===== config.mk =====
export PLATFORM = sky130hd
export DESIGN_NAME = humidity_temp_sensor_sequencer
export DESIGN_NICKNAME = d
export VERILOG_FILES = /design/src/rtl/htss_pkg.sv /design/src/rtl/htss_seq.sv /design/src/rtl/htss_avg.sv /design/src/rtl/humidity_temp_sensor_sequencer.sv
export SDC_FILE = /design/constraint.sdc
export NUM_CORES = 1
export LEC_CHECK = 0
export BUFFER_PORTS_ARGS = -buffer_cell sky130_fd_sc_hd__buf_2
export CAP_MARGIN = 20
export CORE_AREA = 2 2 172 241
export DETAILED_ROUTE_END_ITERATION = 16
export DIE_AREA = 0 0 174 243
export HOLD_SLACK_MARGIN = 0.02
export PLACE_DENSITY_LB_ADDON = 0.08
export SLEW_MARGIN = 20
export SYNTH_ARGS = -nofsm -noshare
export SYNTH_HDL_FRONTEND = slang
export SYNTH_SLANG_ARGS = --single-unit

===== constraint.sdc =====
create_clock -name clock -period 12.6 [get_ports clock]
set_input_delay 1.89 -clock clock [delete_from_list [all_inputs] [get_ports clock]]
set_output_delay 1.89 -clock clock [all_outputs]
set_load 0.02 [all_outputs]

===== src/rtl/htss_pkg.sv =====
// Shared types, codes and constants for the humidity/temperature sensor sequencer.
// Used by htss_seq, htss_avg and humidity_temp_sensor_sequencer.
package htss_pkg;

   localparam int HISTORY_DEPTH_DEFAULT = 3;
   localparam int SAMPLE_WIDTH          = 20;
   localparam int CSR_INDEX_WIDTH       = 3;
   localparam int CSR_DATA_WIDTH        = 8;
   localparam int SCALE_WIDTH           = 11;
   localparam int PROD_WIDTH            = SAMPLE_WIDTH + SCALE_WIDTH;

   localparam logic [SCALE_WIDTH-1:0] TEMP_SCALE  = 11'd2000;
   localparam logic [SCALE_WIDTH-1:0] HUM_SCALE   = 11'd1000;
   localparam logic [PROD_WIDTH-1:0]  ROUND_HALF  = 31'd524288;
   localparam logic [11:0]            TEMP_OFFSET = 12'd500;
   localparam logic [7:0]             TICK_MAX    = 8'hFF;

   typedef enum logic [1:0] {
      REQ_TICK      = 2'd0,
      REQ_INIT_DONE = 2'd1,
      REQ_TRIG_DONE = 2'd2,
      REQ_READ_DONE = 2'd3
   } req_kind_type;

   typedef enum logic [1:0] {
      CMD_NONE = 2'd0,
      CMD_INIT = 2'd1,
      CMD_TRIG = 2'd2,
      CMD_READ = 2'd3
   } cmd_type;

   typedef enum logic [CSR_INDEX_WIDTH-1:0] {
      CSR_BOOT_WAIT    = 3'd0,
      CSR_INIT_WAIT    = 3'd1,
      CSR_CONVERT_WAIT = 3'd2,
      CSR_POLL_WAIT    = 3'd3
   } csr_index_type;

   typedef enum logic [2:0] {
      PH_BOOT      = 3'd0,
      PH_INIT      = 3'd1,
      PH_CONVERT   = 3'd2,
      PH_POLL      = 3'd3,
      PH_WAIT_INIT = 3'd4,
      PH_WAIT_TRIG = 3'd5,
      PH_WAIT_READ = 3'd6
   } phase_type;

   typedef enum logic [2:0] {
      AVG_IDLE,
      AVG_SUM,
      AVG_DIV,
      AVG_SCALE,
      AVG_DONE
   } avg_state_type;

   typedef enum logic {
      TOP_IDLE,
      TOP_CALC
   } top_state_type;

   typedef struct packed {
      logic [7:0] boot_wait;
      logic [7:0] init_wait;
      logic [7:0] convert_wait;
      logic [7:0] poll_wait;
   } wait_cfg_type;

   typedef struct packed {
      cmd_type command;
      logic    read_ok;
      logic    read_fail;
   } seq_event_type;

   typedef struct packed {
      logic signed [11:0] temp_tenths;
      logic [9:0]         hum_tenths;
   } avg_result_type;

   function automatic logic [SAMPLE_WIDTH-1:0] unpack_temp(
      input logic [7:0] b3, input logic [7:0] b4, input logic [7:0] b5);
      return {b3[3:0], b4, b5};
   endfunction

   function automatic logic [SAMPLE_WIDTH-1:0] unpack_hum(
      input logic [7:0] b1, input logic [7:0] b2, input logic [7:0] b3);
      return {b1, b2, b3[7:4]};
   endfunction

endpackage


===== src/rtl/htss_seq.sv =====
// Sensor phase sequencer: phase state machine and saturating tick counter.
// Decides the bus command and read outcome for each accepted event; uses htss_pkg.
module htss_seq import htss_pkg::*; (
   input  logic          clock,
   input  logic          reset,
   input  logic          accept,
   input  logic [1:0]    req_type,
   input  logic          xfer_ok,
   input  wait_cfg_type  waits,
   output seq_event_type ev
);

   phase_type  phase_ff, phase_in;
   logic [7:0] tick_ff, tick_in;
   logic [7:0] tick_sat;
   logic       tick_ev, init_ev, trig_ev, read_ev;
   logic       wait_done;

   assign tick_sat = (tick_ff == TICK_MAX) ? TICK_MAX : tick_ff + 8'd1;
   assign tick_ev  = (req_type == REQ_TICK);
   assign init_ev  = (req_type == REQ_INIT_DONE) && (phase_ff == PH_WAIT_INIT);
   assign trig_ev  = (req_type == REQ_TRIG_DONE) && (phase_ff == PH_WAIT_TRIG);
   assign read_ev  = (req_type == REQ_READ_DONE) && (phase_ff == PH_WAIT_READ);

   always_comb begin
      case (phase_ff)
         PH_BOOT:    wait_done = tick_sat >= waits.boot_wait;
         PH_INIT:    wait_done = tick_sat >= waits.init_wait;
         PH_CONVERT: wait_done = tick_sat >= waits.convert_wait;
         PH_POLL:    wait_done = tick_sat >= waits.poll_wait;
         default:    wait_done = 1'b0;
      endcase
   end

   // next phase
   always_comb begin
      phase_in = phase_ff;
      if (tick_ev && wait_done) begin
         case (phase_ff)
            PH_BOOT:    phase_in = PH_WAIT_INIT;
            PH_INIT:    phase_in = PH_WAIT_TRIG;
            PH_CONVERT: phase_in = PH_WAIT_READ;
            PH_POLL:    phase_in = PH_WAIT_TRIG;
            default:    phase_in = phase_ff;
         endcase
      end else if (init_ev) begin
         phase_in = xfer_ok ? PH_INIT : PH_BOOT;
      end else if (trig_ev) begin
         phase_in = xfer_ok ? PH_CONVERT : PH_BOOT;
      end else if (read_ev) begin
         phase_in = xfer_ok ? PH_POLL : PH_BOOT;
      end
   end

   // outputs
   always_comb begin
      ev.command   = CMD_NONE;
      ev.read_ok   = read_ev && xfer_ok;
      ev.read_fail = read_ev && !xfer_ok;
      if (tick_ev && wait_done) begin
         case (phase_ff)
            PH_BOOT:    ev.command = CMD_INIT;
            PH_INIT:    ev.command = CMD_TRIG;
            PH_CONVERT: ev.command = CMD_READ;
            PH_POLL:    ev.command = CMD_TRIG;
            default:    ev.command = CMD_NONE;
         endcase
      end
   end

   always_comb begin
      tick_in = tick_ff;
      if (tick_ev) begin
         tick_in = wait_done ? 8'd0 : tick_sat;
      end else if ((init_ev || trig_ev || read_ev) && xfer_ok) begin
         tick_in = 8'd0;
      end
   end

   always_ff @(posedge clock) begin
      if (reset) begin
         phase_ff <= PH_BOOT;
         tick_ff  <= 8'd0;
      end else if (accept) begin
         phase_ff <= phase_in;
         tick_ff  <= tick_in;
      end
   end

endmodule


===== src/rtl/htss_avg.sv =====
// Sample history and iterative averaging engine: one adder for the sum, a
// bit-serial restoring divider and one multiplier for scaling; uses htss_pkg.
module htss_avg import htss_pkg::*; #(
   parameter int HISTORY_DEPTH = HISTORY_DEPTH_DEFAULT
) (
   input  logic                    clock,
   input  logic                    reset,
   input  logic                    start,
   input  logic                    clear,
   input  logic [SAMPLE_WIDTH-1:0] temp_sample,
   input  logic [SAMPLE_WIDTH-1:0] hum_sample,
   input  logic                    ack,
   output logic                    done,
   output avg_result_type          result
);

   localparam int CNT_W = $clog2(HISTORY_DEPTH + 1);
   localparam int IDX_W = (HISTORY_DEPTH > 1) ? $clog2(HISTORY_DEPTH) : 1;
   localparam int SUM_W = SAMPLE_WIDTH + $clog2(HISTORY_DEPTH);
   localparam int BIT_W = $clog2(SUM_W + 1);
   localparam logic [CNT_W-1:0] DEPTH_CNT = CNT_W'(HISTORY_DEPTH);

   logic [SAMPLE_WIDTH-1:0] temp_hist_ff [HISTORY_DEPTH];
   logic [SAMPLE_WIDTH-1:0] hum_hist_ff  [HISTORY_DEPTH];

   avg_state_type       state_ff, state_in;
   logic [CNT_W-1:0]    count_ff, count_in;
   logic [CNT_W-1:0]    left_ff, left_in;
   logic [CNT_W-1:0]    idx_full;
   logic [IDX_W-1:0]    idx;
   logic [SUM_W-1:0]    acc_ff, acc_in;
   logic [CNT_W-1:0]    rem_ff, rem_in;
   logic [CNT_W:0]      rem_sh;
   logic                fits;
   logic [BIT_W-1:0]    bit_ff, bit_in;
   logic                chan_ff, chan_in;
   logic [SAMPLE_WIDTH-1:0] entry;
   logic [SCALE_WIDTH-1:0]  coef;
   logic [PROD_WIDTH-1:0]   prod;
   logic [SCALE_WIDTH-1:0]  scaled;
   avg_result_type      result_ff, result_in;

   always_comb begin
      if (clear) begin
         count_in = '0;
      end else if (start && count_ff != DEPTH_CNT) begin
         count_in = count_ff + CNT_W'(1);
      end else begin
         count_in = count_ff;
      end
   end

   assign idx_full = DEPTH_CNT - left_ff;
   assign idx      = idx_full[IDX_W-1:0];
   assign entry    = chan_ff ? hum_hist_ff[idx] : temp_hist_ff[idx];
   assign rem_sh   = {rem_ff, acc_ff[SUM_W-1]};
   assign fits     = rem_sh >= {1'b0, count_ff};
   assign coef     = chan_ff ? HUM_SCALE : TEMP_SCALE;
   assign prod     = PROD_WIDTH'(acc_ff[SAMPLE_WIDTH-1:0]) * PROD_WIDTH'(coef) + ROUND_HALF;
   assign scaled   = prod[PROD_WIDTH-1 -: SCALE_WIDTH];

   // next state
   always_comb begin
      state_in = state_ff;
      case (state_ff)
         AVG_IDLE:  if (start) state_in = AVG_SUM;
         AVG_SUM:   if (left_ff == CNT_W'(1)) state_in = AVG_DIV;
         AVG_DIV:   if (bit_ff == BIT_W'(1)) state_in = AVG_SCALE;
         AVG_SCALE: state_in = chan_ff ? AVG_DONE : AVG_SUM;
         AVG_DONE:  if (ack) state_in = AVG_IDLE;
         default:   state_in = AVG_IDLE;
      endcase
   end

   // datapath control
   always_comb begin
      left_in   = left_ff;
      acc_in    = acc_ff;
      rem_in    = rem_ff;
      bit_in    = bit_ff;
      chan_in   = chan_ff;
      result_in = result_ff;
      case (state_ff)
         AVG_IDLE: begin
            left_in = count_in;
            acc_in  = '0;
            chan_in = 1'b0;
         end
         AVG_SUM: begin
            acc_in  = acc_ff + SUM_W'(entry);
            left_in = left_ff - CNT_W'(1);
            rem_in  = '0;
            bit_in  = BIT_W'(SUM_W);
         end
         AVG_DIV: begin
            rem_in = fits ? CNT_W'(rem_sh - {1'b0, count_ff}) : rem_sh[CNT_W-1:0];
            acc_in = {acc_ff[SUM_W-2:0], fits};
            bit_in = bit_ff - BIT_W'(1);
         end
         AVG_SCALE: begin
            if (chan_ff) begin
               result_in.hum_tenths = scaled[9:0];
            end else begin
               result_in.temp_tenths = $signed({1'b0, scaled} - TEMP_OFFSET);
            end
            chan_in = 1'b1;
            left_in = count_ff;
            acc_in  = '0;
         end
         default: begin
            left_in = left_ff;
         end
      endcase
   end

   assign done   = (state_ff == AVG_DONE);
   assign result = result_ff;

   always_ff @(posedge clock) begin
      if (reset) begin
         state_ff <= AVG_IDLE;
         count_ff <= '0;
      end else begin
         state_ff <= state_in;
         count_ff <= count_in;
      end
   end

   always_ff @(posedge clock) begin
      left_ff   <= left_in;
      acc_ff    <= acc_in;
      rem_ff    <= rem_in;
      bit_ff    <= bit_in;
      chan_ff   <= chan_in;
      result_ff <= result_in;
      if (start) begin
         for (int i = 0; i < HISTORY_DEPTH - 1; i++) begin
            temp_hist_ff[i] <= temp_hist_ff[i + 1];
            hum_hist_ff[i]  <= hum_hist_ff[i + 1];
         end
         temp_hist_ff[HISTORY_DEPTH - 1] <= temp_sample;
         hum_hist_ff[HISTORY_DEPTH - 1]  <= hum_sample;
      end
   end

endmodule


===== src/rtl/humidity_temp_sensor_sequencer.sv =====
// Humidity/temperature sensor sequencer, top level: configuration registers,
// transfer handshakes and result register. Uses htss_pkg, htss_seq and htss_avg.
//
// Usage: each transfer on the req_ channel is one event (tick, init sent,
// trigger sent, read done) and gives exactly one transfer on the rsp_ channel
// carrying the bus command to issue, and on a good read the averaged reading.
// Ticks, command completions and failed reads are answered at the edge they are
// accepted: the result is registered there and req_ready stays high, so these
// events can be taken every cycle as long as the result is taken.
// A good read pushes the sample into the history and runs the averaging engine:
// per channel (temperature, then humidity) it sums the valid entries one per
// cycle, divides one quotient bit per cycle and scales with one multiplier;
// req_ready is low until the averaged reading is loaded into the result register.
// The csr_ port writes one of the four wait registers, chosen by csr_index; indexes
// beyond the list are ignored. Write it only while no event is in flight.
// Reset (synchronous) returns to the boot phase, clears the tick counter and
// history count and restores the default waits. While a result is pending and
// rsp_ready is low the result is held and no new event is taken.
module humidity_temp_sensor_sequencer import htss_pkg::*; #(
   parameter int HISTORY_DEPTH = HISTORY_DEPTH_DEFAULT
) (
   input  logic                       clock,
   input  logic                       reset,
   input  logic                       req_valid,
   output logic                       req_ready,
   input  logic [1:0]                 req_type,
   input  logic                       req_xfer_ok,
   input  logic [7:0]                 req_rx_byte1,
   input  logic [7:0]                 req_rx_byte2,
   input  logic [7:0]                 req_rx_byte3,
   input  logic [7:0]                 req_rx_byte4,
   input  logic [7:0]                 req_rx_byte5,
   output logic                       rsp_valid,
   input  logic                       rsp_ready,
   output logic [1:0]                 rsp_command,
   output logic                       rsp_reading_valid,
   output logic signed [11:0]         rsp_temp_tenths,
   output logic [9:0]                 rsp_hum_tenths,
   output logic                       rsp_read_error,
   input  logic                       csr_we,
   input  logic [CSR_INDEX_WIDTH-1:0] csr_index,
   input  logic [CSR_DATA_WIDTH-1:0]  csr_wdata
);

   wait_cfg_type   waits_ff;
   top_state_type  state_ff, state_in;
   seq_event_type  ev;
   avg_result_type avg_res;
   logic           accept, out_free, avg_done, avg_start, avg_ack;
   logic           load_direct, load_avg;
   logic           rsp_valid_ff, rsp_valid_in;
   logic [1:0]     command_ff;
   logic           reading_valid_ff, read_error_ff;
   logic signed [11:0] temp_ff;
   logic [9:0]     hum_ff;

   always_ff @(posedge clock) begin
      if (reset) begin
         waits_ff.boot_wait    <= 8'd1;
         waits_ff.init_wait    <= 8'd1;
         waits_ff.convert_wait <= 8'd2;
         waits_ff.poll_wait    <= 8'd50;
      end else if (csr_we) begin
         case (csr_index)
            CSR_BOOT_WAIT:    waits_ff.boot_wait    <= csr_wdata;
            CSR_INIT_WAIT:    waits_ff.init_wait    <= csr_wdata;
            CSR_CONVERT_WAIT: waits_ff.convert_wait <= csr_wdata;
            CSR_POLL_WAIT:    waits_ff.poll_wait    <= csr_wdata;
            default:          waits_ff <= waits_ff;
         endcase
      end
   end

   assign out_free = !rsp_valid_ff || rsp_ready;
   assign accept   = req_valid && req_ready;

   htss_seq u_seq (
      .clock    (clock),
      .reset    (reset),
      .accept   (accept),
      .req_type (req_type),
      .xfer_ok  (req_xfer_ok),
      .waits    (waits_ff),
      .ev       (ev)
   );

   htss_avg #(
      .HISTORY_DEPTH (HISTORY_DEPTH)
   ) u_avg (
      .clock       (clock),
      .reset       (reset),
      .start       (avg_start),
      .clear       (accept && ev.read_fail),
      .temp_sample (unpack_temp(req_rx_byte3, req_rx_byte4, req_rx_byte5)),
      .hum_sample  (unpack_hum(req_rx_byte1, req_rx_byte2, req_rx_byte3)),
      .ack         (avg_ack),
      .done        (avg_done),
      .result      (avg_res)
   );

   // next state
   always_comb begin
      state_in = state_ff;
      case (state_ff)
         TOP_IDLE: if (accept && ev.read_ok) state_in = TOP_CALC;
         TOP_CALC: if (avg_done && out_free) state_in = TOP_IDLE;
         default:  state_in = TOP_IDLE;
      endcase
   end

   // outputs
   always_comb begin
      req_ready   = 1'b0;
      avg_start   = 1'b0;
      avg_ack     = 1'b0;
      load_direct = 1'b0;
      load_avg    = 1'b0;
      case (state_ff)
         TOP_IDLE: begin
            req_ready   = out_free;
            avg_start   = accept && ev.read_ok;
            load_direct = accept && !ev.read_ok;
         end
         TOP_CALC: begin
            avg_ack  = avg_done && out_free;
            load_avg = avg_done && out_free;
         end
         default: begin
            req_ready = 1'b0;
         end
      endcase
   end

   assign rsp_valid_in = (load_direct || load_avg) ? 1'b1 :
                         (rsp_ready ? 1'b0 : rsp_valid_ff);

   always_ff @(posedge clock) begin
      if (reset) begin
         state_ff     <= TOP_IDLE;
         rsp_valid_ff <= 1'b0;
      end else begin
         state_ff     <= state_in;
         rsp_valid_ff <= rsp_valid_in;
      end
   end

   always_ff @(posedge clock) begin
      if (load_direct) begin
         command_ff       <= ev.command;
         reading_valid_ff <= 1'b0;
         temp_ff          <= '0;
         hum_ff           <= '0;
         read_error_ff    <= ev.read_fail;
      end else if (load_avg) begin
         command_ff       <= CMD_NONE;
         reading_valid_ff <= 1'b1;
         temp_ff          <= avg_res.temp_tenths;
         hum_ff           <= avg_res.hum_tenths;
         read_error_ff    <= 1'b0;
      end
   end

   assign rsp_valid         = rsp_valid_ff;
   assign rsp_command       = command_ff;
   assign rsp_reading_valid = reading_valid_ff;
   assign rsp_temp_tenths   = temp_ff;
   assign rsp_hum_tenths    = hum_ff;
   assign rsp_read_error    = read_error_ff;

endmodule

==> Word-level counts from Yosys, hierarchy flattened <==
Memory sizes are Yosys's and may differ from the RTL's.
Index checks and enable logic that the tools add are counted.
{ "classes": {"add_sub_neg": 9, "n_mul": 1, "n_lt_le_gt_ge": 5, "n_eq_ne": 25, "n_mux": 46, "bitwise": 2, "n_reduce_logical": 43} }
{ "op_table": {"columns": ["operator", "count"], "rows": [
  ["22-bit one-hot mux with 3 select lines", 1],
  ["8-bit greater-or-equal comparator", 4],
  ["8-bit two-way mux", 4],
  ["31-bit by 20-bit adder with 31-bit output, second input constant", 1],
  ["20-bit by 11-bit multiplier with 31-bit output", 1],
  ["3-bit two-way mux", 9],
  ["22-bit by 20-bit adder with 22-bit output", 1],
  ["20-bit two-way mux", 1],
  ["3-bit by 2-bit equality test with 1-bit output, second input constant", 6],
  ["2-bit two-way mux", 8],
  ["3-bit one-hot mux with 5 select lines", 1],
  ["2-bit AND reduction", 7],
  ["1-bit logical AND", 13],
  ["1-bit two-way mux", 13],
  ["3-bit equality test, second input constant", 4],
  ["2-bit one-hot mux with 3 select lines", 2],
  ["11-bit by 9-bit subtractor with 12-bit output, second input constant", 1],
  ["11-bit two-way mux", 1],
  ["5-bit one-hot mux with 2 select lines", 1],
  ["2-bit nonzero test", 5],
  ["3-bit by 1-bit equality test with 1-bit output, second input constant", 3],
  ["3-bit logical NOT", 3],
  ["3-bit one-hot mux with 3 select lines", 1],
  ["8-bit by 1-bit adder with 8-bit output, second input constant", 1],
  ["25 further kinds", 39]
]} }
{ "totals": {"ff_bits": 130, "ramBits": 120, "in_bits": 59, "wordCells": 155, "mem_count": 2} }
{ "memory_table": {"columns": ["memory", "words", "word_bits", "rd", "rd_clocked_by_memory_dff", "write_ports", "line", "text"], "rows": [
  ["u_avg.hum_hist_ff", 3, 20, 3, 0, 3, "htss_avg.sv:24", "logic [SAMPLE_WIDTH-1:0] hum_hist_ff [HISTORY_DEPTH];"],
  ["u_avg.temp_hist_ff", 3, 20, 3, 0, 3, "htss_avg.sv:23", "logic [SAMPLE_WIDTH-1:0] temp_hist_ff [HISTORY_DEPTH];"]
]} }

==> Depth between registers and ports, before layout <==
Gate-level depths: netlist of run 1.
{ "depth": {"ltp_word": 10, "mapped_depth": 28, "depth_no_buf": 25} }

==> Hierarchy <==
A second synthesis of run 1 with hierarchy kept.
{ "unflattened": {"cells_unflattened": 1423, "hier_area_um2": 16126.7} }
{ "by_module_without_submodules": {"columns": ["module", "n_inst", "cells_each", "area_each_um2", "seq_area_each_um2"], "rows": [
  ["htss_avg", 1, 964, 12264.3, 5325.1],
  ["humidity_temp_sensor_sequencer", 1, 248, 2313.5, 1231.2],
  ["htss_seq", 1, 211, 1549.0, 220.2]
]} }

==> Worst setup path after synthesis of run 1 <==
No wires, ideal clock.
{ "synth_path": {"kind": "register to register", "from": "register u_avg.chan_ff", "to": "register u_avg.result_ff (netlist bit u_avg.result[20]) (data pin)", "setup_time_ns": 0.267, "arrival_ns": 6.076, "path_slack_ns": 6.258, "path_stages_with_launch": 23, "path_cell_list": "edfxtp_1 -> clkbuf_1 -> clkbuf_1 -> clkbuf_1 -> nand2b_1 -> fa_1 -> fa_1 -> inv_1 -> fa_1 -> inv_1 -> fa_1 -> inv_1 -> ha_1 -> ha_1 -> nand4b_1 -> o21ai_1 -> nand4_1 -> nand2_1 -> o21ai_0 -> o31ai_1 -> mux4_2 -> a311oi_1 -> nand4_1"} }
{ "synth_between": {"elab_chain_cells": 4} }
{ "synth_lines": {"columns": ["item", "line", "text"], "rows": [
  ["start, declared", "htss_avg.sv:36", "logic chan_ff, chan_in;"],
  ["start signal, assigned", "htss_avg.sv:134", "chan_ff <= chan_in;"],
  ["11-bit two-way mux", "htss_avg.sv:58", "assign coef = chan_ff ? HUM_SCALE : TEMP_SCALE;"],
  ["20-bit by 11-bit multiplier with 31-bit output", "htss_avg.sv:59", "assign prod = PROD_WIDTH'(acc_ff[SAMPLE_WIDTH-1:0]) * PROD_WIDTH'(coef) + ROUND_HALF;"],
  ["31-bit by 20-bit adder with 31-bit output", "htss_avg.sv:59", null],
  ["11-bit by 9-bit subtractor with 12-bit output", "htss_avg.sv:104", "result_in.temp_tenths = $signed({1'b0, scaled} - TEMP_OFFSET);"],
  ["end signal, assigned", "htss_avg.sv:135", "result_ff <= result_in;"],
  ["end, declared", "htss_avg.sv:41", "avg_result_type result_ff, result_in;"]
]} }
No other way between the ends.
A chain may end at the register's enable or synchronous reset.

==> Final worst setup path of run 1 <==
Same ends and word-level chain as after synthesis.

==> results by stage, run 1 <==
Run status:
- The run finished with clean final reports.

Global routing:
- The maximum number of pins on one net before global-route repair is 62.
- The first global-routing pass estimated 53300 um of wire.
- Across every metal layer, demand over resource in global routing totals 0.154.
- The initial antenna violation count is 0.
- The number of global-route vias before repair is 10740.
- For this run the aggregate overflow at the end of global routing stands at 0.

Pwr:
- In this run the power density over the cells is slightly above 100 mW/mm^2.
- The leakage power summed over all cells is 7.43 nW.
- The worst supply voltage drop on vdd is 0.0925 mV.
- The share of total power dissipated in sequential elements is 0.477.
- Of the total power, the share spent switching nets is 0.208.
- The power dissipated by switching net loads is 0.382 mW.
- The internal power contribution is 1.45 mW.
- Of the total power, combinational logic draws 0.031.
- The overall power consumption is 1.84 mW.
- Of the total power, the clock network draws 0.492.

Timing:
- Setup violations remaining at the end of the flow were counted as 0.
- After layout, the minimum clock period comes to slightly above 7 ns.
- The relative slew slack is 0.327.
- Timing would allow up to around 0.14 GHz.
- The final clock period utilization by the worst path is 0.573.
- The worst clock skew is 0.0150 ns.
- The sum of negative setup slack is 0 ns.
- The slew at the pin closest to its max-slew limit is 1.01 ns.
- The number of pins with negative max-slew slack in the final report came to 0.
- Setup repair after global routing left no endpoint under its margin.
- The hold violation count in the final report is 0.

Floorplan:
- The total die area is 0.0423 sq mm.
- The core region is 0.0401 sq mm.
- From left edge to right edge, the die measures 174 um.
- between 80 and 90 I/O pins were placed.
- The overall die height is approximately 240 um.
- The effective utilization at floorplan is 0.395.
- Row generation in the floorplan step produced 87 rows.

Yosys:
- Counting flops and latches in the post-synthesis netlist gives 250.
- The portion of synthesized cell area occupied by the leading cell type is 0.336.
- edfxtp_1 takes more of the synthesized area than any other cell.
- The warning count from the yosys run is 0.
- In the synthesized netlist, the number of instances is 1429.
- The sequential-to-total area share from yosys stat is 0.429.
- Synthesis instantiated 70 different standard cells from the library.
- The most common cell in the synthesized netlist is nand2_1.
- The synthesized design contains 177 enable-type register cells.
- Counting instances in the post-synthesis netlist gives the leading cell types as 182 x nand2_1, 177 x edfxtp_1, 160 x inv_1.
- In the post-synthesis netlist, the biggest area contributors are edfxtp_1 34%, fa_1 14%, ha_1 10%, dfxtp_1 9.2%, nand2_1 4.3%.
- For this run, asynchronously set or reset flops after synthesis account for 0.
- The most common flop cell mapped by yosys is edfxtp_1.
- The netlist area before placement is 0.0158 sq mm.
- The synthesized area per cell is between 10 and 15 sq um.

Worst setup path:
- Among cell families on the critical path, the largest total delay comes from adder cells.
- The critical path contains buffers and inverters numbering 5 combined.
- The sort of element at the start of the critical path is a flip-flop.
- At the worst endpoint, the arrival time is between 7 and 8 ns.
- On the critical path, the stage with the largest delay is an instance of o31ai_1.
- The cell occurring most often along the worst timing path is fa_1.
- In this run the worst path has a maximum fanout of 61.
- The data required time at the worst endpoint is 12.90 ns.
- On the worst path, the slowest cell contributes a delay of 0.70 ns.
- STA classifies the critical path endpoint as a flip-flop.
- The worst setup path is of the reg -> reg kind.
- Walking the worst path, the cells encountered are buf_4 > buf_4 > nand2b_1 > fa_1 > fa_1 > inv_1 > fa_1 > inv_1 > fa_1 > inv_1 > ha_1 > ha_1 > nand4b_1 > o21ai_1 > nand4_1 > nand2_1 > o21ai_0 > o31ai_1 > mux4_2 > a311oi_1 > nand4_1.

Clock tree:
- The quantity of gates resized following cts is 0.
- CTS built an H-tree with a depth of 1.
- CTS saw 250 sinks.
- After clock tree synthesis, the setup repair step added 0 buffers.
- TritonCTS built the clock tree.
- The cts-stage hold buffer count is 0.
- The insertion delay to the later sink of the worst-skew pair is 0.56 ns.
- The buffer levels on the longest clock path is 3.
- After clock tree synthesis, the clock-pin slew on the worst setup and hold paths is roughly 0.060 ns.
- Clock tree synthesis selected as its root buffer the cell clkbuf_16.
- The TritonCTS buffer count is 28.

Run:
- The max-capacitance violation count is 0.

Final layout:
- The filler cells instantiated in the layout total about 4000.
- The net count reported at finish is 1816.
- The number of inserted diodes is 0.
- Relative to the synthesized area, the layout overhead comes to 13.2%.
- The finished layout holds 2080 standard cells, fillers aside.
- Of the cells placed in the final design, the portion with a size suffix greater than 1 is 0.115.

Detailed routing:
- The average wire per cell in the routed design is 15.3 um.
- The final layout contains routed wiring with a total length of 31800 um.
- Dividing the detail-routed via count by the number of cells gives 4.95.
- The number of DRC violations after detailed-routing iteration 0 is 426.
- The detailed-route DRC error count is 0.
- Before antenna repair, the detailed router went through 4 iterations.
- The count of nets left with antenna violations after detail routing is 0.
- For this block, the via count after detailed routing is approximately 10000.

Place:
- The number of buffer cells added on primary ports is 86.
- The cell count after placement is roughly 2000.
- Detailed placement ended at an HPWL of roughly 24000 um.
- Routability-driven placement finished with a final weighted congestion of just over 0.8.

Hold path:
- The min-delay analysis places its worst path in the category reg -> reg.
-- registers in the layout, indices dropped and copies added (netlist names) --
register	cells
rsp_hum_tenths	10
u_avg.state_ff	3
waits_ff	32
u_avg.left_ff	2
u_avg.rem_ff	2
u_avg.count_ff	2
u_avg.chan_ff	1
u_avg.hum_hist_ff	60
state_ff	1
rsp_command	2
rsp_read_error	1
rsp_temp_tenths	12
u_seq.phase_ff	3
rsp_valid	1
u_avg.temp_hist_ff	60
u_avg.bit_ff	5
u_avg.result	22
u_seq.tick_ff	8
rsp_reading_valid	1
u_avg.acc_ff	22
-- worst register-to-register path, delay by kind of cell (launching register included) --
family | cells | cell delay (ns)
AO/OA/AOI/OAI | 4 | 1.47
adder cells (fa/ha/maj) | 6 | 2.63
buffers and inverters | 5 | 1.13
flip-flops | 1 | 0.32
multiplexers | 1 | 0.59
AND/OR/NAND/NOR | 5 | 0.81
-- final cells by class --
type                    instances  area [sq um]  area share
clock buffers                  37           807      0.0451
flip-flops and latches        250          6780       0.379
inverters                     161           607      0.0339
well taps                     534           668      0.0373
repair buffers                 95           498      0.0278
clock inverters                15           224      0.0125
multi-input cells             988          8320       0.465
-- cells by family after synthesis --
logic type	after synthesis	share of synthesized area
buffers and inverters	207	0.0493
XOR/XNOR	37	0.0205
AO/OA/AOI/OAI	257	0.100
multiplexers	52	0.0496
adder cells (fa/ha/maj)	233	0.235
flip-flops	250	0.429
AND/OR/NAND/NOR	391	0.116
other	2	0.000475
-- cells in the final DEF (no fill, tap or decap), types with 10 or more instances in the layout --
cell type  count
a21o_1        18
a21oi_1       88
and2_1        17
buf_2         86
clkbuf_16     30
conb_1        18
dfxtp_1       73
edfxtp_1     177
fa_1         107
ha_1         126
inv_1        159
mux2i_1       30
mux4_2        21
nand2_1      182
nand2b_1      31
nand3_1       20
nor2_1        62
nor2b_1       14
nor3_1        17
o21a_1        10
o21ai_0       61
o22ai_1       16
xnor2_1       21
xor2_1        16
-- routing by layer --
layer / routed length (um) / up-vias / global-route usage
met1: 13600 / 4975 / 0.185
met3: 911 / 40 / 0.0172
met2: 16500 / 134 / 0.287
met5: 0 / - / 0
li1: - / 5151 / -
met4: 712 / 0 / 0.0437
-- power groups by stage --
stage               combinational [mW]  clock (mW)  sequential, mW
global placement                0.0569           0           0.894
floorplan                       0.0351           0           0.895
global route                    0.0666       0.966           0.876
finish                          0.0569       0.903           0.877
CTS                             0.0581       0.936           0.876
detailed placement              0.0578           0           0.894
-- worst paths after layout --
path         cells past startpoint  slack, ns                      start                         to
max                             21       5.38              u_avg.chan_ff           u_avg.result[20]
min                              0       0.43  u_avg.temp_hist_ff[2][14]  u_avg.temp_hist_ff[1][14]
max reg2reg                     21       5.38              u_avg.chan_ff           u_avg.result[20]
min reg2reg                      0       0.43  u_avg.temp_hist_ff[2][14]  u_avg.temp_hist_ff[1][14]
-- per-stage QoR --
stage          hold WS, ns  setup WS, ns  cell area, sq um  utilization
6_report             0.434          5.38             17900        0.447
3_3_place_gp         0.428          5.38             16900        0.421
5_1_grt              0.440          4.82             17900        0.447
4_1_cts              0.436          5.26             17900        0.447
2_1_floorplan        0.421          6.26             15900            -
3_5_place_dp         0.431          5.27             16900        0.421
Power figures use the tool's default switching activity.
==> run 2, diff against run 1 <==
Settings changed: ABC_AREA set to 1, CORE_AREA 2 2 172 241 to 2 2 175 246, DIE_AREA 0 0 174 243 to 0 0 177 248.
Clock period 12.6 ns to 6.9 ns, I/O delays scaled along.
==> run 2 against run 1 <==
Against the previous run: total power increased by 89%; flip-flop and latch count unchanged; synthesized area increased by 4.2%; fmax increased by 25%; routed wire length increased by 20%; die area increased by 3.8%; sequential share of layout area decreased by 1.2 points; core utilization decreased by 0.39 points; critical path type unchanged; largest cell class unchanged; highest routed layer unchanged.
==> results by stage, run 2 <==
Run status:
- The run finished with clean final reports.

Final layout:
- The largest registers in the layout are u_avg.hum_hist_ff (60), u_avg.temp_hist_ff (60), waits_ff (32).
- The repair_antennas step left the layout with diodes totalling 0.
- The layout-stage area growth over the synthesis result is 12.2%.
- The fraction of final layout cells sized beyond drive strength 1 is 0.0903.
- Leaving out fill and tap cells, the most frequent cell in the layout is nand2_1.
- The net count reported at finish is 2210.
- In the layout the commonest cells are 359 x nand2_1, 272 x inv_1, 190 x nor2_1.

Clock tree:
- Buffers added to address setup during post-CTS repair amount to 0.
- After clock tree synthesis, the repair step resized 0 gates.
- The buffer levels on the longest clock path is 3.
- The H-tree depth reported by CTS is 1.
- CTS placed an instance of clkbuf_16 at the clock tree root.
- In this run, CTS created clock tree buffers numbering 29.
- The clock tree from TritonCTS is done.
- The tree built by TritonCTS fans out to 250 sinks.
- The clock slew at the register clock pins of the worst setup and hold paths is 0.06 ns.
- The cts-stage hold buffer count is 0.
- The insertion delay to the later sink of the worst-skew pair is ~0.57 ns.

Detailed routing:
- Wires add up to approximately 38000 um.
- The number of DRC violations after detailed-routing iteration 0 is 597.
- The count of nets left with antenna violations after detail routing is 0.
- The average wire per cell in the routed design is 15.4 um.
- After detailed routing, the number of remaining DRC violations is 0.
- The first TritonRoute pass finished after 4 iterations.
- The total number of vias is between 10000 and 15000.
- The per-cell via count in the routed design is 4.87.

Global routing:
- The wire length of the first global-routing pass is 63100 um.
- Entering global routing, the biggest net connects ~80 pins.
- The overall track demand over capacity in global routing is 0.179.
- The number of global-route vias before repair is 12427.
- The residual overflow from global routing is 0.
- The initial antenna violation count was 0.

Worst setup path:
- The data required time at the worst endpoint is 7.21 ns.
- The worst flop-to-flop path startpoint is u_avg.chan_ff.
- The worst endpoint data arrival time is about 6.1 ns.
- The critical path is of the reg -> reg type.
- The endpoint kind of the worst setup timing path is a flip-flop.
- In this run the worst path has a maximum fanout of 71.
- The worst register-to-register path has a depth of 25.
- The worst register-to-register path has a setup slack of 1.11 ns.
- The worst setup path is launched from a flip-flop.
- The launching instance or port of the critical path is u_avg.chan_ff.

Floorplan:
- The floorplan has about 90 rows.
- The floorplan step defined a die boundary enclosing ~0.044 sq mm.
- For this configuration, the core starts out at a cell density of 0.395.
- The count of boundary I/O pins is 87.
- From bottom edge to top edge, the die measures 248 um.
- In this run the standard cell core region covers 0.0418 sq mm.
- The horizontal die dimension is 177 um.

Timing:
- Setup repair after global routing left no endpoint under its margin.
- The number of pins with negative max-slew slack in the final report was 0.
- The sum of negative setup slack is 0 ns.
- The hold violation count in the final report is 0.
- Derived from the worst setup path, the maximum achievable clock frequency is 0.173 GHz.
- For the pin with the worst max-slew slack, the measured transition is 0.959 ns.
- The clock period minus worst slack is 5.79 ns.
- The final clock period utilization by the worst path is 0.839.
- Setup violations remaining at the end of the flow were counted as 0.
- For the final database, setup skew stands at 0.0183 ns.
- The relative slew slack is 0.360.
- The worst hold margin is approximately 0.45 ns.
- In the post-route analysis, the smallest setup slack over all paths is 1.11 ns.

Pwr:
- Of the total power, registers draw 0.467.
- Across the VDD grid, the largest voltage drop is 0.177 mV.
- In this run the power density over the cells is 188 mW/mm^2.
- The share of total power dissipated in the clock network is 0.437.
- Of the total power, combinational logic draws 0.096.
- The switching share of total power is 0.245.
- The internal power contribution is 2.62 mW.
- The leakage power summed over all cells is approximately 8.5 nW.
- Summed over all nets, the switching power comes to approximately 0.85 mW.

Hold path:
- The worst hold path stage count is 0.
- The hold path startpoint is u_avg.temp_hist_ff[2][12].
- The worst hold path class is reg -> reg.

Yosys:
- The biggest area contributor in the post-synthesis netlist is edfxtp_1.
- The count of unique library cells instantiated by Yosys is 49.
- The post-synthesis sequential element count is 250.
- Sorting the synthesized cells by area gives the leading types as edfxtp_1 32%, fa_1 13%, ha_1 9.6%, dfxtp_1 8.9%, nand2_1 8.2%.
- The proportion of synthesized flip-flops having asynchronous set or reset is 0.
- The synthesized netlist cell count is 1821.
- In this run the cell area of the synthesized design comes to 0.0165 sq mm.
- Yosys printed 0 warnings.
- The most common cell in the synthesized netlist is nand2_1.
- After synthesis, the most frequently instantiated cells are 359 x nand2_1, 272 x inv_1, 191 x nor2_1.
- The most common flop cell mapped by yosys is edfxtp_1.
- The portion of synthesized cell area occupied by the leading cell type is 0.323.
- The synthesized design contains 177 enable-type register cells.
- A synthesized cell averages 9.05 sq um.
- The sequential-to-total area share from yosys stat is 0.411.

Place:
- Routability-driven placement finished with a final weighted congestion of 0.905.
- At the placement stage, the worst setup path has a slack of ~1.1 ns.
- After legalization and detailed placement, the total HPWL measured between 20000 and 30000 um.
- In this run the tool buffered the top-level ports with 86 buffer cells.

Run:
- The max-capacitance violation count is 0.
run 2: cell count changes after synthesis, sizes merged, moves of 21 or more:
| cell | before | now |
|---|---|---|
| nand2 | 182 | 368 |
| a21oi | 88 | 128 |
| mux4 | 21 | 0 |
| nand2b | 31 | 0 |
| o21ai | 62 | 115 |
| nor2 | 63 | 202 |
| mux2i | 30 | 0 |
| inv | 160 | 278 |
| nor3 | 18 | 39 |
run 2: power by group through the flow:
stage | Clock (mW) | Sequential (mW) | Combinational, mW
final | 1.52 | 1.62 | 0.332
after global routing | 1.62 | 1.62 | 0.387
after CTS | 1.57 | 1.62 | 0.340
after detailed placement | 0 | 1.65 | 0.337
after global placement | 0 | 1.65 | 0.335
after floorplan | 0 | 1.65 | 0.241
run 2: critical path, cell delays in order, from the launching register on:
cell,delay (ns)
edfxtp_1,0.37
buf_4,0.62
nand2_1,0.19
fa_1,0.50
fa_1,0.49
inv_1,0.05
fa_1,0.53
inv_1,0.05
fa_1,0.52
inv_1,0.04
ha_1,0.28
ha_1,0.32
nand2_1,0.08
nor2_1,0.14
nand2_1,0.07
nand3_1,0.10
nand2_1,0.08
nand2_1,0.08
nand2_1,0.05
nand2_1,0.10
inv_1,0.07
ha_1,0.21
nand3b_1,0.17
nor2_2,0.17
nand2_1,0.08
xor2_1,0.14
run 2: metrics by stage:
step | instances | instance area, sq um | utilization | total power [mW]
floorplan | 1837 | 16500 | - | 1.89
global placement | 2433 | 17600 | 0.420 | 1.99
detailed placement | 2433 | 17600 | 0.420 | 1.99
CTS | 2484 | 18500 | 0.443 | 3.53
global route | 2484 | 18500 | 0.443 | 3.63
finish | 2484 | 18500 | 0.443 | 3.47
run 2: cell type report:
class                           instances  area, sq um
Fill cell                            4146        23300
Inverter                              280         1050
Sequential cell                       250         6780
Clock buffer                           36          752
Tap cell                              546          683
Clock inverter                         15          176
Multi-Input combinational cell       1262         8560
Timing Repair Buffer                   95          498
run 2: worst paths after layout:
kind | end
worst max-delay path | u_avg.result[18]
worst min-delay path | u_avg.temp_hist_ff[1][12]
worst max register to register | u_avg.result[18]
worst min register to register | u_avg.temp_hist_ff[1][12]
run 2: cells by family after synthesis:
group	share of synthesized area
buf+inv	0.0740
other cells	0.000456
simple gates	0.169
flops	0.411
compound gates	0.111
xor+xnor	0.00903
fa+ha+maj	0.226
run 2: per-layer routing:
layer	track usage	part of all wire
met2	0.332	0.51
met4	0.0676	0.035
met1	0.210	0.42
met3	0.0207	0.029
met5	0	0
==> run 3, diff against run 2 <==
Clock period 6.9 ns to 4.7 ns, I/O delays scaled along.
==> run 3 against run 2 <==
Against the previous run: the run now ends with negative setup slack left; register-to-register slack got worse by 1.5 ns; worst hold slack got worse by 0.13 ns; combinational power is 140% higher; fmax rose by 14%; total power up 50%; cell count rose by 7.3%; first-iteration DRC count shrank 6.2%; die area is the same; clock-buffer cell count is 5 lower; sequential power up 46%; global-route usage is 1.4 points higher; highest routed layer unchanged.
==> results by stage, run 3 (synthesis gave the netlist of run 2 again) <==
Place:
- The final weighted congestion in routability-driven placement is 0.864.
- Detailed placement finished with a half-perimeter wire length of 32600 um.
- The number of buffer cells added on primary ports is 86.
- In this run the cell area measured after placement is 0.0191 sq mm.

Floorplan:
- The standard-cell row count is ~90.
- The floorplan step defined a die boundary enclosing 0.0439 sq mm.
- The die is 248 um tall.
- The die is 177 um wide.
- The effective utilization at floorplan is 0.395.
- The core outline area is around 0.042 sq mm.
- The count of boundary I/O pins is 87.

Timing:
- Measured against its own limit, the worst slew margin works out to 0.342.
- Setup violations remaining at the end of the flow were counted as 17.
- Setup repair after global routing could not meet its margin everywhere.
- The hold violation count in the final report is 0.
- The number of pins with negative max-slew slack in the final report was 0.
- In the post-route analysis, the smallest setup slack over all paths is -0.366 ns.
- The final clock period utilization by the worst path is 1.08.
- Between clock sinks in the finished design, the worst skew comes to 0.0247 ns.
- At the pin with the least slew margin, the transition time is 0.985 ns.
- The clock period minus worst slack is 5.07 ns.
- Static timing analysis puts the maximum clock frequency at between 0.15 and 0.2 GHz.

Clock tree:
- The longest clock path from root to sink contains 3 buffers.
- The clock tree root buffer cell is clkbuf_16.
- The cts-stage hold buffer count is 0.
- In this run the number of H-tree levels came out at 1.
- TritonCTS built the clock tree.
- The clock reaches the later pin of the worst-skew pair after around 0.56 ns.
- The TritonCTS buffer count is 27.
- The clock slew at the register clock pins of the worst setup and hold paths is 0.07 ns.
- The clock net in this run drives a total of 250 sinks.

Run:
- The max-capacitance violation count is 0.

Detailed routing:
- The final route contains 12902 vias.
- The number of DRC violations after detailed-routing iteration 0 is 560.
- The sum of routed wire length over all layers is 41600 um.
- The count of TritonRoute iterations in the first routing pass is 5.
- Dividing the detail-routed wire length by the instance count gives 15.6 um.
- The detailed-route DRC error count is 0.
- The per-cell via count in the routed design is slightly below 5.
- The count of nets left with antenna violations after detail routing is 0.

Worst setup path:
- The capturing point of the worst reg2reg path is u_avg.result[18].
- The slack of the worst reg-to-reg path is -0.37 ns.
- The sort of element at the start of the critical path is a flip-flop.
- The largest driver fanout on the critical path is 8.
- Tracing the worst setup path back leads to its startpoint at u_avg.chan_ff.
- Broken down by cell family, the worst path's largest delay share belongs to adder cells.
- Counting both buffers and inverters, the worst setup path holds a total of 6.
- Traced cell by cell, the critical path runs through buf_6 > buf_12 > clkinv_8 > buf_6 > nand2_2 > fa_1 > inv_2 > fa_2 > fa_1 > fa_2 > ha_4 > ha_4 > nand2_1 > nor3_2 > o21ai_1 > nand2_1 > nand2_1 > nand2_2 > inv_2 > ha_4 > nand3b_1 > nor2_2 > nand2_1 > xor2_1.
- In this design, the stage delay of the slowest critical-path cell is approximately 0.56 ns.
- Counting buffers and inverters, the worst setup path is 24 cells deep.
- The worst register-to-register path has a depth of 24.
- The critical path is of the reg -> reg type.
- Data on the critical path arrives at its endpoint at 5.37 ns.
- The standard cell with the maximum stage delay on the critical path is fa_2.
- The worst register-to-register path begins at u_avg.chan_ff.
- The critical path ends at u_avg.result[18].
- STA puts the critical path data required time at 5.01 ns.
- Among the stages of the critical path, the cell type that occurs most often is nand2_1.
- The worst setup path is captured at a flip-flop.

Final layout:
- In the final layout, the share of cells above drive strength 1 is 0.246.
- The library cell used most frequently in the layout, excluding fill and tap cells, is nand2_1.
- The area taken by flip-flops and latches is a little under 0.007 sq mm.
- In the layout the commonest cells are 304 x nand2_1, 251 x inv_1, 177 x edfxtp_1.
- The multi-input gate area in the final layout is ~0.0094 sq mm.
- The number of inserted diodes is 0.
- The number of fill cells in the layout is 3930.
- The net count reported at finish is 2393.
- The largest registers in the layout are u_avg.hum_hist_ff (60), u_avg.temp_hist_ff (60), waits_ff (32).
- The layout-stage area growth over the synthesis result is 26.6%.
- Summing all non-filler instances in the final layout gives an area of 0.0209 sq mm.

Global routing:
- The number of global-route vias before repair is 13275.
- Entering global routing, the biggest net connects 57 pins.
- The initial antenna violation count is 0.
- The overall track demand over capacity in global routing is 0.193.
- The wire length of the first global-routing pass is 67000 um.
- The residual overflow from global routing is 0.

Pwr:
- For this design the ratio of total power to cell area is between 200 and 250 mW/mm^2.
- The internal portion of the total power is 3.86 mW.
- The power dissipated by switching net loads is 1.36 mW.
- Of the total power, combinational logic draws 0.153.
- The share of total power dissipated in sequential elements is 0.455.
- The worst-case IR drop observed on VDD is ~0.26 mV.
- The fraction of power consumed by the clock network is 0.392.
- Of the total power, the share spent switching nets is 0.260.
- Summed over all cells, the static leakage comes to 9.53 nW.
- The overall power consumption is 5.21 mW.

Hold path:
- Along the worst hold path, the cell count comes to 1.
- The worst hold path class is in -> reg.

Run status:
- The final reports fail on negative setup slack.
- The flow ran to the end, but the final reports show violations.
run 3: cell types whose count changed in the layout (fill, tap and decap cells not counted), sizes merged:
cell / delta
buf: +184
inv: +3
clkinv: +4
clkbuf: -5
bufinv: -2
clkinvlp: -3
run 3: worst min path at each step:
stage                                        start                        to  slack [ns]
after floorplan            u_avg.hum_hist_ff[1][1]   u_avg.hum_hist_ff[0][1]        0.42
after global placement    u_avg.temp_hist_ff[1][1]  u_avg.temp_hist_ff[0][1]        0.43
after detailed placement  u_avg.temp_hist_ff[1][2]  u_avg.temp_hist_ff[0][2]        0.43
after CTS                          req_rx_byte5[2]  u_avg.temp_hist_ff[2][2]        0.29
after global routing               req_rx_byte5[2]  u_avg.temp_hist_ff[2][2]        0.30
final                              req_rx_byte5[2]  u_avg.temp_hist_ff[2][2]        0.32
run 3: cell type report:
class                      instances  share of cell area
inverter                         280              0.0511
tap                              546              0.0327
sequential                       250               0.325
timing repair buffer             279              0.0987
clock inverter                    16             0.00659
multi-input combinational       1262               0.452
timing repair inverter             1            0.000779
clock buffer                      31              0.0336
run 3: per-stage QoR:
step | utilization | instances | setup slack, ns | hold slack (ns) | setup TNS (ns)
after detailed placement | 0.457 | 2594 | -0.544 | 0.435 | -6.17
after floorplan | - | 1837 | -0.133 | 0.421 | -0.238
final | 0.500 | 2665 | -0.366 | 0.319 | -3.56
after CTS | 0.495 | 2662 | -0.421 | 0.294 | -4.03
after global routing | 0.500 | 2665 | -0.654 | 0.301 | -7.59
after global placement | 0.457 | 2594 | -0.519 | 0.430 | -5.78
run 3: timing repair:
| action | 4_1_cts | 5_1_grt |
|---|---|---|
| buffers inserted | 27 | 4 |
| gates resized for setup | 143 | 49 |
| pin swaps | 28 | 38 |
| setup endpoints to repair | 19 | 22 |
| gates cloned | 3 | 0 |
| hold endpoints to repair | 0 | 0 |
run 3: routing by layer:
metal  track usage  up-vias  part of all wire
li1              -     6548                 -
met4        0.0727        0             0.037
met1         0.209     6086              0.39
met2         0.380      199              0.55
met3        0.0190       69             0.024
met5             0        -                 0
run 3: power by group through the flow:
stage / combinational, mW / clock [mW] / sequential [mW]
after floorplan: 0.401 / 0 / 2.42
after CTS: 0.781 / 2.12 / 2.37
final: 0.795 / 2.05 / 2.37
after detailed placement: 0.652 / 0 / 2.42
after global placement: 0.645 / 0 / 2.42
after global routing: 0.878 / 2.20 / 2.37
